## config.mk

```make
export PLATFORM = sky130hd
export DESIGN_NAME = sha256_stream_hash_unit_flat
export DESIGN_NICKNAME = d
export VERILOG_FILES = /design/src/design/sha256_pkg.sv /design/src/design/sha256_stream_if.sv /design/src/design/sha256_core.sv /design/src/design/sha256_stream_hash_unit.sv /design/src/flat_wrapper.sv
export SDC_FILE = /design/constraint.sdc
export NUM_CORES = 2
export LEC_CHECK = 0
export ABC_AREA = 0
export BUFFER_PORTS_ARGS = -buffer_cell sky130_fd_sc_hd__buf_2
export CAP_MARGIN = 10
export CORE_ASPECT_RATIO = 1.75
export CORE_MARGIN = 3
export CORE_UTILIZATION = 40
export DETAILED_ROUTE_END_ITERATION = 8
export SETUP_SLACK_MARGIN = 0.02
export SYNTH_ARGS = -nofsm -noshare
export SYNTH_HDL_FRONTEND = slang
export SYNTH_SLANG_ARGS = --single-unit
```

## constraint.sdc

```tcl
create_clock -name clk_i -period 13.2 [get_ports clk_i]
set_clock_uncertainty 0.1 [all_clocks]
set_input_delay 1.32 -clock clk_i [delete_from_list [all_inputs] [get_ports clk_i]]
set_output_delay 1.32 -clock clk_i [all_outputs]
set_load 0.05 [all_outputs]
```

## src/design/sha256_pkg.sv

```systemverilog
package sha256_pkg;

  localparam int unsigned WordW  = 32;
  localparam int unsigned Rounds = 64;

  // First padding byte and the block position at which the length field starts.
  localparam logic [7:0] PAD_MARK = 8'h80;
  localparam logic [5:0] LEN_POS  = 6'd56;

  localparam logic [0:7][WordW-1:0] H_INIT = {
    32'h6a09e667, 32'hbb67ae85, 32'h3c6ef372, 32'ha54ff53a,
    32'h510e527f, 32'h9b05688c, 32'h1f83d9ab, 32'h5be0cd19
  };

  typedef struct packed {
    logic       load;
    logic       start;
    logic       restart;
    logic [7:0] data;
  } core_ctrl_t;

  typedef struct packed {
    logic busy;
    logic done;
  } core_sts_t;

  function automatic logic [WordW-1:0] bsig0(input logic [WordW-1:0] x);
    return {x[1:0], x[31:2]} ^ {x[12:0], x[31:13]} ^ {x[21:0], x[31:22]};
  endfunction

  function automatic logic [WordW-1:0] bsig1(input logic [WordW-1:0] x);
    return {x[5:0], x[31:6]} ^ {x[10:0], x[31:11]} ^ {x[24:0], x[31:25]};
  endfunction

  function automatic logic [WordW-1:0] ssig0(input logic [WordW-1:0] x);
    return {x[6:0], x[31:7]} ^ {x[17:0], x[31:18]} ^ {3'b000, x[31:3]};
  endfunction

  function automatic logic [WordW-1:0] ssig1(input logic [WordW-1:0] x);
    return {x[16:0], x[31:17]} ^ {x[18:0], x[31:19]} ^ {10'd0, x[31:10]};
  endfunction

  function automatic logic [WordW-1:0] round_k(input logic [5:0] idx);
    logic [WordW-1:0] k;
    unique case (idx)
      6'd0:  k = 32'h428a2f98;  6'd1:  k = 32'h71374491;
      6'd2:  k = 32'hb5c0fbcf;  6'd3:  k = 32'he9b5dba5;
      6'd4:  k = 32'h3956c25b;  6'd5:  k = 32'h59f111f1;
      6'd6:  k = 32'h923f82a4;  6'd7:  k = 32'hab1c5ed5;
      6'd8:  k = 32'hd807aa98;  6'd9:  k = 32'h12835b01;
      6'd10: k = 32'h243185be;  6'd11: k = 32'h550c7dc3;
      6'd12: k = 32'h72be5d74;  6'd13: k = 32'h80deb1fe;
      6'd14: k = 32'h9bdc06a7;  6'd15: k = 32'hc19bf174;
      6'd16: k = 32'he49b69c1;  6'd17: k = 32'hefbe4786;
      6'd18: k = 32'h0fc19dc6;  6'd19: k = 32'h240ca1cc;
      6'd20: k = 32'h2de92c6f;  6'd21: k = 32'h4a7484aa;
      6'd22: k = 32'h5cb0a9dc;  6'd23: k = 32'h76f988da;
      6'd24: k = 32'h983e5152;  6'd25: k = 32'ha831c66d;
      6'd26: k = 32'hb00327c8;  6'd27: k = 32'hbf597fc7;
      6'd28: k = 32'hc6e00bf3;  6'd29: k = 32'hd5a79147;
      6'd30: k = 32'h06ca6351;  6'd31: k = 32'h14292967;
      6'd32: k = 32'h27b70a85;  6'd33: k = 32'h2e1b2138;
      6'd34: k = 32'h4d2c6dfc;  6'd35: k = 32'h53380d13;
      6'd36: k = 32'h650a7354;  6'd37: k = 32'h766a0abb;
      6'd38: k = 32'h81c2c92e;  6'd39: k = 32'h92722c85;
      6'd40: k = 32'ha2bfe8a1;  6'd41: k = 32'ha81a664b;
      6'd42: k = 32'hc24b8b70;  6'd43: k = 32'hc76c51a3;
      6'd44: k = 32'hd192e819;  6'd45: k = 32'hd6990624;
      6'd46: k = 32'hf40e3585;  6'd47: k = 32'h106aa070;
      6'd48: k = 32'h19a4c116;  6'd49: k = 32'h1e376c08;
      6'd50: k = 32'h2748774c;  6'd51: k = 32'h34b0bcb5;
      6'd52: k = 32'h391c0cb3;  6'd53: k = 32'h4ed8aa4a;
      6'd54: k = 32'h5b9cca4f;  6'd55: k = 32'h682e6ff3;
      6'd56: k = 32'h748f82ee;  6'd57: k = 32'h78a5636f;
      6'd58: k = 32'h84c87814;  6'd59: k = 32'h8cc70208;
      6'd60: k = 32'h90befffa;  6'd61: k = 32'ha4506ceb;
      6'd62: k = 32'hbef9a3f7;  6'd63: k = 32'hc67178f2;
      default: k = '0;
    endcase
    return k;
  endfunction

endpackage

```

## src/design/sha256_stream_if.sv

```systemverilog
interface sha256_in_if;
  logic       valid;
  logic       ready;
  logic [7:0] data_byte;
  logic       byte_present;
  logic       end_of_message;

  modport source (output valid, data_byte, byte_present, end_of_message, input ready);
  modport sink   (input valid, data_byte, byte_present, end_of_message, output ready);
endinterface

interface sha256_out_if;
  logic        valid;
  logic        ready;
  logic [31:0] digest_word;
  logic [2:0]  word_index;
  logic        last_word;
  logic        length_error;

  modport source (output valid, digest_word, word_index, last_word, length_error,
                  input ready);
  modport sink   (input valid, digest_word, word_index, last_word, length_error,
                  output ready);
endinterface

```

## src/design/sha256_core.sv

```systemverilog
module sha256_core
  import sha256_pkg::*;
(
  input  logic             clk_i,
  input  logic             rst_ni,
  input  core_ctrl_t       ctrl_i,
  output core_sts_t        sts_o,
  output logic [0:7][31:0] hash_o
);

  localparam logic [1:0] C_IDLE  = 2'd0;
  localparam logic [1:0] C_ROUND = 2'd1;
  localparam logic [1:0] C_FINAL = 2'd2;

  logic [1:0]       cst_q, cst_d;
  logic [5:0]       rnd_q, rnd_d;
  logic [511:0]     blk_q;
  logic [0:7][31:0] v_q;
  logic [0:7][31:0] h_q;

  logic [31:0] w0, w1, w9, w14, w_new, wt, t1, t2;

  // The block register doubles as the schedule window: word 0 is the oldest.
  always_comb begin
    w0    = blk_q[511:480];
    w1    = blk_q[479:448];
    w9    = blk_q[223:192];
    w14   = blk_q[63:32];
    w_new = ssig1(w14) + w9 + ssig0(w1) + w0;
    wt    = (rnd_q[5:4] == 2'b00) ? w0 : w_new;
    t1    = v_q[7] + bsig1(v_q[4]) + ((v_q[4] & v_q[5]) ^ (~v_q[4] & v_q[6]))
          + round_k(rnd_q) + wt;
    t2    = bsig0(v_q[0]) + ((v_q[0] & v_q[1]) ^ (v_q[0] & v_q[2]) ^ (v_q[1] & v_q[2]));
  end

  always_comb begin
    cst_d = cst_q;
    rnd_d = rnd_q;
    unique case (cst_q)
      C_IDLE: begin
        if (ctrl_i.start) begin
          cst_d = C_ROUND;
          rnd_d = '0;
        end
      end
      C_ROUND: begin
        rnd_d = rnd_q + 6'd1;
        if (rnd_q == 6'(Rounds - 1)) begin
          cst_d = C_FINAL;
        end
      end
      C_FINAL: cst_d = C_IDLE;
      default: cst_d = C_IDLE;
    endcase
  end

  always_ff @(posedge clk_i or negedge rst_ni) begin
    if (!rst_ni) begin
      cst_q <= C_IDLE;
      rnd_q <= '0;
      h_q   <= H_INIT;
    end else begin
      cst_q <= cst_d;
      rnd_q <= rnd_d;
      if (ctrl_i.restart) begin
        h_q <= H_INIT;
      end else if (cst_q == C_FINAL) begin
        for (int i = 0; i < 8; i++) begin
          h_q[i] <= h_q[i] + v_q[i];
        end
      end
    end
  end

  always_ff @(posedge clk_i) begin
    if (ctrl_i.load) begin
      blk_q <= {blk_q[503:0], ctrl_i.data};
    end else if (cst_q == C_ROUND) begin
      // Rounds below 16 rotate the loaded words; later rounds append the new word.
      blk_q <= {blk_q[479:0], wt};
    end
    if (ctrl_i.start) begin
      v_q <= h_q;
    end else if (cst_q == C_ROUND) begin
      v_q[7] <= v_q[6];
      v_q[6] <= v_q[5];
      v_q[5] <= v_q[4];
      v_q[4] <= v_q[3] + t1;
      v_q[3] <= v_q[2];
      v_q[2] <= v_q[1];
      v_q[1] <= v_q[0];
      v_q[0] <= t1 + t2;
    end
  end

  assign sts_o.busy = (cst_q != C_IDLE);
  assign sts_o.done = (cst_q == C_FINAL);
  assign hash_o     = h_q;

endmodule

```

## src/design/sha256_stream_hash_unit.sv

```systemverilog
// Message bytes are taken one per cycle while idle; every 64th byte starts a compression
// (64 rounds of the round unit plus a final state of chaining adds). An end item pads one
// byte per cycle and compresses one or two blocks; the done state then loads the digest
// buffer, which sends one word a cycle while the sink is ready.
// Input is held off while padding, compressing or waiting for the previous digest to drain.
// Reset (asynchronous, active low) loads the initial hash, clears the count and the output.
module sha256_stream_hash_unit
  import sha256_pkg::*;
(
  input  logic                clk_i,
  input  logic                rst_ni,
  sha256_in_if.sink           in_i,
  sha256_out_if.source        digest_o
);

  localparam logic [2:0] ST_IDLE  = 3'd0;
  localparam logic [2:0] ST_COMP  = 3'd1;
  localparam logic [2:0] ST_PAD   = 3'd2;
  localparam logic [2:0] ST_PCOMP = 3'd3;
  localparam logic [2:0] ST_DONE  = 3'd4;

  logic [2:0]  state_q, state_d;
  logic [31:0] count_q, count_d;
  logic        ovf_q, ovf_d;
  logic [5:0]  fill_q, fill_d;
  logic        endp_q, endp_d;
  logic        padf_q, padf_d;
  logic        lenh_q, lenh_d;

  logic        out_valid_q;
  logic [255:0] dig_q;
  logic [2:0]  idx_q;
  logic        err_q;

  core_ctrl_t       ctrl;
  core_sts_t        sts;
  logic [0:7][31:0] hash;

  logic        in_fire, out_fire, sat, dig_load;
  logic [63:0] len_bits;
  logic [7:0]  len_byte, pad_byte;

  sha256_core u_core (
    .clk_i  (clk_i),
    .rst_ni (rst_ni),
    .ctrl_i (ctrl),
    .sts_o  (sts),
    .hash_o (hash)
  );

  assign in_i.ready = (state_q == ST_IDLE);
  assign in_fire    = in_i.valid & in_i.ready;
  assign out_fire   = out_valid_q & digest_o.ready;
  assign sat        = (count_q == '1);

  // The length field is the bit count, big-endian; its bytes sit at positions 56 to 63.
  assign len_bits = {29'd0, count_q, 3'b000};
  assign len_byte = 8'(len_bits >> {~fill_q[2:0], 3'b000});
  assign pad_byte = padf_q ? PAD_MARK :
                    ((lenh_q && fill_q >= LEN_POS) ? len_byte : 8'h00);

  always_comb begin
    state_d  = state_q;
    count_d  = count_q;
    ovf_d    = ovf_q;
    fill_d   = fill_q;
    endp_d   = endp_q;
    padf_d   = padf_q;
    lenh_d   = lenh_q;
    ctrl     = '0;
    dig_load = 1'b0;
    unique case (state_q)
      ST_IDLE: begin
        if (in_fire) begin
          if (in_i.byte_present && sat) begin
            ovf_d = 1'b1;
          end else if (in_i.byte_present) begin
            ctrl.load = 1'b1;
            ctrl.data = in_i.data_byte;
            count_d   = count_q + 32'd1;
            fill_d    = fill_q + 6'd1;
          end
          if (ctrl.load && fill_q == '1) begin
            ctrl.start = 1'b1;
            endp_d     = in_i.end_of_message;
            state_d    = ST_COMP;
          end else if (in_i.end_of_message) begin
            padf_d  = 1'b1;
            state_d = ST_PAD;
          end
        end
      end
      ST_COMP: begin
        if (sts.done) begin
          state_d = endp_q ? ST_PAD : ST_IDLE;
          padf_d  = endp_q;
          endp_d  = 1'b0;
        end
      end
      ST_PAD: begin
        ctrl.load = 1'b1;
        ctrl.data = pad_byte;
        fill_d    = fill_q + 6'd1;
        padf_d    = 1'b0;
        // The marker byte leaves room for the length in this block only below position 56.
        if (padf_q && fill_q < LEN_POS) begin
          lenh_d = 1'b1;
        end
        if (fill_q == '1) begin
          ctrl.start = 1'b1;
          state_d    = ST_PCOMP;
        end
      end
      ST_PCOMP: begin
        if (sts.done) begin
          if (lenh_q) begin
            state_d = ST_DONE;
          end else begin
            lenh_d  = 1'b1;
            state_d = ST_PAD;
          end
        end
      end
      ST_DONE: begin
        if (!out_valid_q) begin
          dig_load     = 1'b1;
          ctrl.restart = 1'b1;
          count_d      = '0;
          ovf_d        = 1'b0;
          lenh_d       = 1'b0;
          state_d      = ST_IDLE;
        end
      end
      default: state_d = ST_IDLE;
    endcase
  end

  always_ff @(posedge clk_i or negedge rst_ni) begin
    if (!rst_ni) begin
      state_q <= ST_IDLE;
      count_q <= '0;
      ovf_q   <= 1'b0;
      fill_q  <= '0;
      endp_q  <= 1'b0;
      padf_q  <= 1'b0;
      lenh_q  <= 1'b0;
    end else begin
      state_q <= state_d;
      count_q <= count_d;
      ovf_q   <= ovf_d;
      fill_q  <= fill_d;
      endp_q  <= endp_d;
      padf_q  <= padf_d;
      lenh_q  <= lenh_d;
    end
  end

  // Digest buffer: frees the core for the next message while the words drain.
  always_ff @(posedge clk_i or negedge rst_ni) begin
    if (!rst_ni) begin
      out_valid_q <= 1'b0;
      idx_q       <= '0;
    end else if (dig_load) begin
      out_valid_q <= 1'b1;
      idx_q       <= '0;
    end else if (out_fire) begin
      out_valid_q <= (idx_q != 3'd7);
      idx_q       <= idx_q + 3'd1;
    end
  end

  always_ff @(posedge clk_i) begin
    if (dig_load) begin
      dig_q <= hash;
      err_q <= ovf_q;
    end else if (out_fire) begin
      dig_q <= {dig_q[223:0], 32'd0};
    end
  end

  assign digest_o.valid        = out_valid_q;
  assign digest_o.digest_word  = dig_q[255:224];
  assign digest_o.word_index   = idx_q;
  assign digest_o.last_word    = (idx_q == 3'd7);
  assign digest_o.length_error = err_q;

  a_idle_core_free : assert property (@(posedge clk_i) disable iff (!rst_ni)
    (state_q == ST_IDLE) |-> !sts.busy)
    else $error("input open while the compression core is busy");

  a_start_when_free : assert property (@(posedge clk_i) disable iff (!rst_ni)
    ctrl.start |-> !sts.busy)
    else $error("compression started while the core is busy");

  a_block_aligned : assert property (@(posedge clk_i) disable iff (!rst_ni)
    (state_q == ST_COMP || state_q == ST_PCOMP) |-> (fill_q == '0))
    else $error("compression running on a partly filled block");

  a_word_order : assert property (@(posedge clk_i) disable iff (!rst_ni)
    (out_fire && idx_q != 3'd7) |=> (out_valid_q && idx_q == $past(idx_q) + 3'd1))
    else $error("digest words out of order");

endmodule
```

## src/flat_wrapper.sv

```systemverilog
// flat-port wrapper written by rule: the top's interface ports become plain ports
module sha256_stream_hash_unit_flat import sha256_pkg::*;
  (clk_i, rst_ni, in_i_valid, in_i_data_byte, in_i_byte_present, in_i_end_of_message, in_i_ready, digest_o_valid, digest_o_digest_word, digest_o_word_index, digest_o_last_word, digest_o_length_error, digest_o_ready);
  sha256_in_if in_i_i ();
  sha256_out_if digest_o_i ();
  input  logic clk_i;
  input  logic rst_ni;
  input wire logic [$bits(in_i_i.valid)-1:0] in_i_valid;
  input wire logic [$bits(in_i_i.data_byte)-1:0] in_i_data_byte;
  input wire logic [$bits(in_i_i.byte_present)-1:0] in_i_byte_present;
  input wire logic [$bits(in_i_i.end_of_message)-1:0] in_i_end_of_message;
  output wire logic [$bits(in_i_i.ready)-1:0] in_i_ready;
  output wire logic [$bits(digest_o_i.valid)-1:0] digest_o_valid;
  output wire logic [$bits(digest_o_i.digest_word)-1:0] digest_o_digest_word;
  output wire logic [$bits(digest_o_i.word_index)-1:0] digest_o_word_index;
  output wire logic [$bits(digest_o_i.last_word)-1:0] digest_o_last_word;
  output wire logic [$bits(digest_o_i.length_error)-1:0] digest_o_length_error;
  input wire logic [$bits(digest_o_i.ready)-1:0] digest_o_ready;
  assign in_i_i.valid = in_i_valid;
  assign in_i_i.data_byte = in_i_data_byte;
  assign in_i_i.byte_present = in_i_byte_present;
  assign in_i_i.end_of_message = in_i_end_of_message;
  assign in_i_ready = in_i_i.ready;
  assign digest_o_valid = digest_o_i.valid;
  assign digest_o_digest_word = digest_o_i.digest_word;
  assign digest_o_word_index = digest_o_i.word_index;
  assign digest_o_last_word = digest_o_i.last_word;
  assign digest_o_length_error = digest_o_i.length_error;
  assign digest_o_i.ready = digest_o_ready;
  sha256_stream_hash_unit u_core (.clk_i(clk_i), .rst_ni(rst_ni), .in_i(in_i_i), .digest_o(digest_o_i));
endmodule
```

# ---- Word level (Yosys, flattened, before mapping)
# Memory sizes are Yosys's and may differ from the RTL's.
# Cells that the tools add are included.
dict set report word_totals {
  regBits 1338
  inputBits 14
  mem_count 1
  output_inout_bits 39
  mem_bits_ro 2048
  wordCells 197
}
dict set report op_classes {
  bitwise_logic 20
  muxes 69
  n_lt_le_gt_ge 2
  addsub 22
  n_shift 1
  n_eq_ne 26
  reduce_logical 26
}
# memory words width read_ports rd_ports_with_merged_regs wr line
set memory_table {}
lappend memory_table {{(name not given)} 64 32 1 0 0 sha256_pkg.sv:45} ;# unique case (idx)
# operator count
set op_table {}
lappend op_table {{$mux 256} 6}
lappend op_table {{$mux 512} 2}
lappend op_table {{$add 32x32->32} 18}
lappend op_table {{$xor 32x32->32} 9}
lappend op_table {{$and 32x32->32} 5}
lappend op_table {{$mux 32} 5}
lappend op_table {{$pmux 32 s2} 1}
lappend op_table {{$mux 8} 5}
lappend op_table {{$shr 35x6->8} 1}
lappend op_table {{$add 32x1->32 const B} 1}
lappend op_table {{$eq 32x32->1 const B} 1}
lappend op_table {{$not 32->32} 1}
lappend op_table {{$xor 32x22->32} 1}
lappend op_table {{$xor 32x29->32} 1}
lappend op_table {{$mux 3} 10}
lappend op_table {{$mux 6} 4}
lappend op_table {{$pmux 6 s2} 2}
lappend op_table {{$mux 1} 22}
lappend op_table {{$ne 2x2->1 const B} 11}
lappend op_table {{$pmux 8 s2} 1}
lappend op_table {{$reduce_and 4->1} 4}
lappend op_table {{$reduce_bool 2->1} 8}
lappend op_table {{$pmux 3 s5} 1}
lappend op_table {{$add 6x1->6 const B} 2}
lappend op_table {{24 further kinds} 44}

# ---- Logic depth before layout (Yosys ltp)
dict set report depth {
  word_depth 11
  depth_mapped 49
  depth_no_buf 48
}

# ---- Hierarchy
# A second synthesis with hierarchy kept.
dict set report unflattened {
  hier_cells 7789
  area_unflattened_um2 84165.7
}
# module area_per_inst_um2 n_inst cells_per_inst seq_area_each_um2
set modules_own_cells {}
lappend modules_own_cells {sha256_core 69855.7 1 6359 29838.6}
lappend modules_own_cells {sha256_stream_hash_unit 14310.0 1 1430 8943.6}

# ---- Worst setup path before layout
# Ideal clock, no wire load.
dict set report synth_path {
  path_type {register to register}
  from {register u_core.count_q[8]}
  to {register u_core.u_core.blk_q[0] (enable)}
  required_ps 9436
  n_path_buf 2
  path_slack_ps -1073
  path_stages_with_launch 11
  setup_time_ps 3664
  arrival_ps 10509
  synth_period_minus_slack_ps 14273
  cell_sequence {dfrtp_1 > and4_1 > nand4_1 > or4_1 > nor2_1 > nand4_1 > nor2b_1 > nor2_2 > buf_2 > buf_2 > nand2_1}
}
dict set report synth_via {
  elab_chain_cells 8
}
# item line
set synth_lines {}
lappend synth_lines {{start, declared} sha256_stream_hash_unit.sv:23} ;# logic [31:0] count_q, count_d;
lappend synth_lines {{start signal, assigned} sha256_stream_hash_unit.sv:149} ;# count_q <= count_d;
lappend synth_lines {{$eq 32x32->1} sha256_stream_hash_unit.sv:54} ;# assign sat = (count_q == '1);
lappend synth_lines {{$logic_and 1x1->1} sha256_stream_hash_unit.sv:75} ;# if (in_i.byte_present && sat) begin
lappend synth_lines {{$mux 1} sha256_stream_hash_unit.sv:75}
lappend synth_lines {{$mux 1} sha256_stream_hash_unit.sv:74} ;# if (in_fire) begin
lappend synth_lines {{$mux 1} sha256_stream_hash_unit.sv:72} ;# unique case (state_q)
lappend synth_lines {{$mux 2} sha256_stream_hash_unit.sv:74}
lappend synth_lines {{$pmux 2 s2} sha256_stream_hash_unit.sv:72}
lappend synth_lines {{$reduce_bool 2->1 (no line)} n/a}
lappend synth_lines {{end signal, assigned} sha256_core.sv:77} ;# blk_q <= {blk_q[503:0], ctrl_i.data};
lappend synth_lines {{end signal, assigned} sha256_core.sv:80} ;# blk_q <= {blk_q[479:0], wt};
lappend synth_lines {{end, declared} sha256_core.sv:17} ;# logic [511:0] blk_q;
# Every way passes these cells. The select of a mux whose other input is x is not followed.
# A chain may end at the register's enable or synchronous reset.

# ---- Worst setup path after layout
dict set report layout_path {
  from {register u_core.u_core.blk_q[456]}
  to {register u_core.u_core.v_q[255] (netlist bit) (data pin)}
}
dict set report layout_via {
  elab_chain_cells 9
}
# item line
set layout_lines {}
lappend layout_lines {{$xor 32x32->32} sha256_pkg.sv:36} ;# return {x[6:0], x[31:7]} ^ {x[17:0], x[31:18]} ^ {3'b000, x[31:3]};
lappend layout_lines {{$xor 32x29->32 (*)} sha256_pkg.sv:36}
lappend layout_lines {{$add 32x32->32 (*) (2 in series)} sha256_core.sv:29} ;# w_new = ssig1(w14) + w9 + ssig0(w1) + w0;
lappend layout_lines {{$mux 32 (*)} sha256_core.sv:30} ;# wt = (rnd_q[5:4] == 2'b00) ? w0 : w_new;
lappend layout_lines {{$add 32x32->32 (*)} sha256_core.sv:32} ;# + round_k(rnd_q) + wt;
lappend layout_lines {{$add 32x32->32 (*)} sha256_core.sv:92} ;# v_q[0] <= t1 + t2;
lappend layout_lines {{$mux 256 (*)} sha256_core.sv:84} ;# end else if (cst_q == C_ROUND) begin
lappend layout_lines {{$mux 256 (*)} sha256_core.sv:82} ;# if (ctrl_i.start) begin
lappend layout_lines {{end signal, assigned} sha256_core.sv:83} ;# v_q <= h_q;
lappend layout_lines {{end, declared} sha256_core.sv:18} ;# logic [0:7][31:0] v_q;
# Every way passes the cells marked *; elsewhere a longest branch is shown, timed or not. The select of a mux whose other input is x is not followed.

==> qor.txt <==
Pleak: 40.8 nW
number of enable-type register cells in the synthesized netlist: 1,025
fin crit share: 90.0%
post-synth net total: 9,964
Clock Path Buffers: 4
most common cell after layout, fill and taps aside: sky130_fd_sc_hd__nand2_1
aggregate negative setup slack: 0 ns
total grt overflow: 0
slowest stage cell, crit path: sky130_fd_sc_hd__o211ai_1
area grow syn2layout: 8.74%
Max Clk Rate: 84.1 MHz
Synth async-reset ratio: 23.4%
count of distinct cell types in the synthesized netlist: 90
number of global-route vias before repair: 67,375
post-synthesis instance area: 84,800 sq um
number of clock buffers inserted by TritonCTS: 149
number of antenna violations at the first check in global routing: 13
top cells by area in the synthesized netlist: sky130_fd_sc_hd__edfxtp_1 36%, sky130_fd_sc_hd__nand2_1 14%, sky130_fd_sc_hd__ha_1 6.0%
number of remaining DRC errors: 0
CTS HTree Levels: 4
crit-path most repeated cell: sky130_fd_sc_hd__fa_1
Boundary Pins: 53
Seq cells post-synth: 1,338
clock tree root driver cell: sky130_fd_sc_hd__clkbuf_16
Final HPWL DP: 230,000 um
Routed WL per cell: 25.8 um
CP required: 13.68 ns
sink count of the clock tree: 1,338
stage delay of the slowest cell on the critical path: 0.55 ns
maximum fanout along the worst path: 6
portion of synthesized cell area occupied by the leading cell type: 36.3%
Vert. Die Dim: 615 um
worst skew pair latency: 0.84 ns
mean post-synth cell area: 9.07 sq um
fin. max-slew vios: 0
minimum hold slack: 0.350 ns
number of standard cells after synthesis: 9,350
core footprint: 210,000 sq um
net count of the finished layout: 9,738
detailed-route vias per instance: 5.54
transition time at the pin with the least slew margin: 1.40 ns
final antenna-violating net count: 0
commonest cells after routing, fill and taps aside: 3,196 x sky130_fd_sc_hd__nand2_1, 1,025 x sky130_fd_sc_hd__edfxtp_1, 498 x sky130_fd_sc_hd__a21oi_1
starting utilization of the core area: 40.4%
die width: 354 um
worst path arrival time: 12.36 ns
Primary FF master, synth: sky130_fd_sc_hd__edfxtp_1
setup repair after global routing missed its margin: false
total routed wirelength: 311,000 um
crit end category: flop
first-pass GRT wire length: 449,000 um
pwr dens: 103 nW/um^2
setup slack of the most critical reg-to-reg path: 1.31 ns
Hold Buf Count CTS: 0
Seq/Total Area, Yosys: 45.8%
Setup Fix Bufs, Post-CTS: 0
VDD IR-drop max: 0.109 mV
row cnt: 222
clock slew at the register clock pins of the worst setup and hold paths: 0.06 ns
final worst path period need: 11.89 ns
Total Die Area: 218,000 sq um
worst rel slew slack: 6.93%
layout cells sized above 1: 6.63%
Hold Path Class: flop to flop
Global Route Usage Sum: 27.8%
setup violation total in the final timing report: 0
run status: finished, final reports clean
total via count in the routed design: 66,656
number of fill cells: 20,561
number of warnings reported in the yosys synthesis log: 0
1st-iter DRT viols: 5,674
startpoint class of the critical path: flop
gpl congestion: 0.979
Critical Setup Path Class: flop to flop
TritonCTS clock tree: done
DR pass1 iterations: 9
number of hold violations in the final report: 0
Port Buffer Count: 52
maximum capacitance violations: 0
Yosys top cell by area: sky130_fd_sc_hd__edfxtp_1
share of the core filled with cells: 43.9%
# resized after CTS: 0
pin count of the biggest net entering global routing: 159
## critical path: cells and delay by family, from the launching register on
kind                     cells  cell delay, ns
AO/OA/AOI/OAI               13            3.39
XOR/XNOR                     6            1.48
adder cells (fa/ha/maj)     10            4.36
buffers and inverters        5            0.32
flip-flops                   1            0.50
multiplexers                 2            0.42
AND/OR/NAND/NOR              6            1.03
## through the flow
| stage | setup WS, ns | std cells | power, mW | instance area (sq um) |
|---|---|---|---|---|
| 3_3_place_gp | 1.32 | 11771 | 5.26 | 87300 |
| 2_1_floorplan | 3.21 | 9350 | 5.12 | 84800 |
| 6_report | 1.31 | 12036 | 9.52 | 92200 |
| 5_1_grt | 0.798 | 12033 | 9.78 | 92200 |
| 4_1_cts | 1.32 | 12030 | 9.60 | 92100 |
| 3_5_place_dp | 1.35 | 11771 | 5.26 | 87300 |
## flip-flops by register name (all words and copies together) (netlist names), 2 cells and up
signal                      flops
u_core.count_q                 32
u_core.u_core.rnd_q             6
u_core.digest_o.word_index      3
u_core.u_core.v_q             256
u_core.dig_q                  256
u_core.fill_q                   6
u_core.u_core.cst_q             2
u_core.u_core.blk_q           512
u_core.u_core.hash_o          256
u_core.state_q                  3
## cell families (layout without fill, tap and decap cells)
logic type / after synthesis / after routing / synth area share (%)
AO/OA/AOI/OAI: 1659 / 1659 / 12.3
AND/OR/NAND/NOR: 4106 / 4106 / 19.7
adder cells (fa/ha/maj): 605 / 605 / 10.7
flip-flops: 1338 / 1338 / 45.8
XOR/XNOR: 588 / 588 / 6.08
other: 0 / 4 / 0
buffers and inverters: 991 / 873 / 4.65
multiplexers: 63 / 63 / 0.887
## metal layers
layer	global-route usage [%]	up-vias	wire length, um	part of all wire (%)
li1	-	31109	-	-
met1	28.2	32678	106000	34
met2	49.4	2005	157000	50
met3	3.46	860	12900	4.2
met4	25.6	4	35100	11
met5	0	-	23	0.0074
## path summary, 6_finish.rpt
path	startpoint	to	cells past startpoint
hold / removal	u_core.ovf_q$_DFFE_PN0P_	u_core.digest_o.length_error$_DFFE_PP_	0
min in group asynchronous	rst_ni	u_core.u_core.hash_o[183]$_DFFE_PN0P_	1
max in group asynchronous	rst_ni	u_core.count_q[25]$_DFFE_PN0P_	3
setup / recovery	u_core.u_core.blk_q[456]$_DFFE_PP_	u_core.u_core.v_q[255]$_DFFE_PP_	42
hold reg to reg	u_core.ovf_q$_DFFE_PN0P_	u_core.digest_o.length_error$_DFFE_PP_	0
setup reg to reg	u_core.u_core.blk_q[456]$_DFFE_PP_	u_core.u_core.v_q[255]$_DFFE_PP_	42
## where the power goes
group	total (mW)	switching, mW	internal (mW)
Combinational	0.398	0.328	0.0702
Clock	4.34	1.85	2.49
Sequential	4.78	0.0673	4.71
Total	9.52	2.25	7.27
## layout make-up
class	count	area, sq um	share of cell area [%]
multi-input combinational	7021	42200	45.7
sequential	1338	38800	42.1
clock buffer	204	4160	4.51
tap	2800	3500	3.80
inverter	449	1690	1.84
timing repair buffer	165	1180	1.28
clock inverter	55	674	0.732
antenna	4	10.0	0.0109
## synth_stat cells, types with 103 or more instances
cell type / number
sky130_fd_sc_hd__fa_1: 196
sky130_fd_sc_hd__o21ai_0: 395
sky130_fd_sc_hd__clkbuf_1: 394
sky130_fd_sc_hd__xor2_1: 221
sky130_fd_sc_hd__dfstp_2: 136
sky130_fd_sc_hd__xnor2_1: 366
sky130_fd_sc_hd__o211ai_1: 111
sky130_fd_sc_hd__nand2_1: 3203
sky130_fd_sc_hd__nand3_1: 103
sky130_fd_sc_hd__a21oi_1: 499
sky130_fd_sc_hd__edfxtp_1: 1025
sky130_fd_sc_hd__ha_1: 404
sky130_fd_sc_hd__inv_1: 447
sky130_fd_sc_hd__dfrtp_1: 177
sky130_fd_sc_hd__a21o_1: 188
sky130_fd_sc_hd__nor2_1: 344
(Power assumes the default switching activity.)
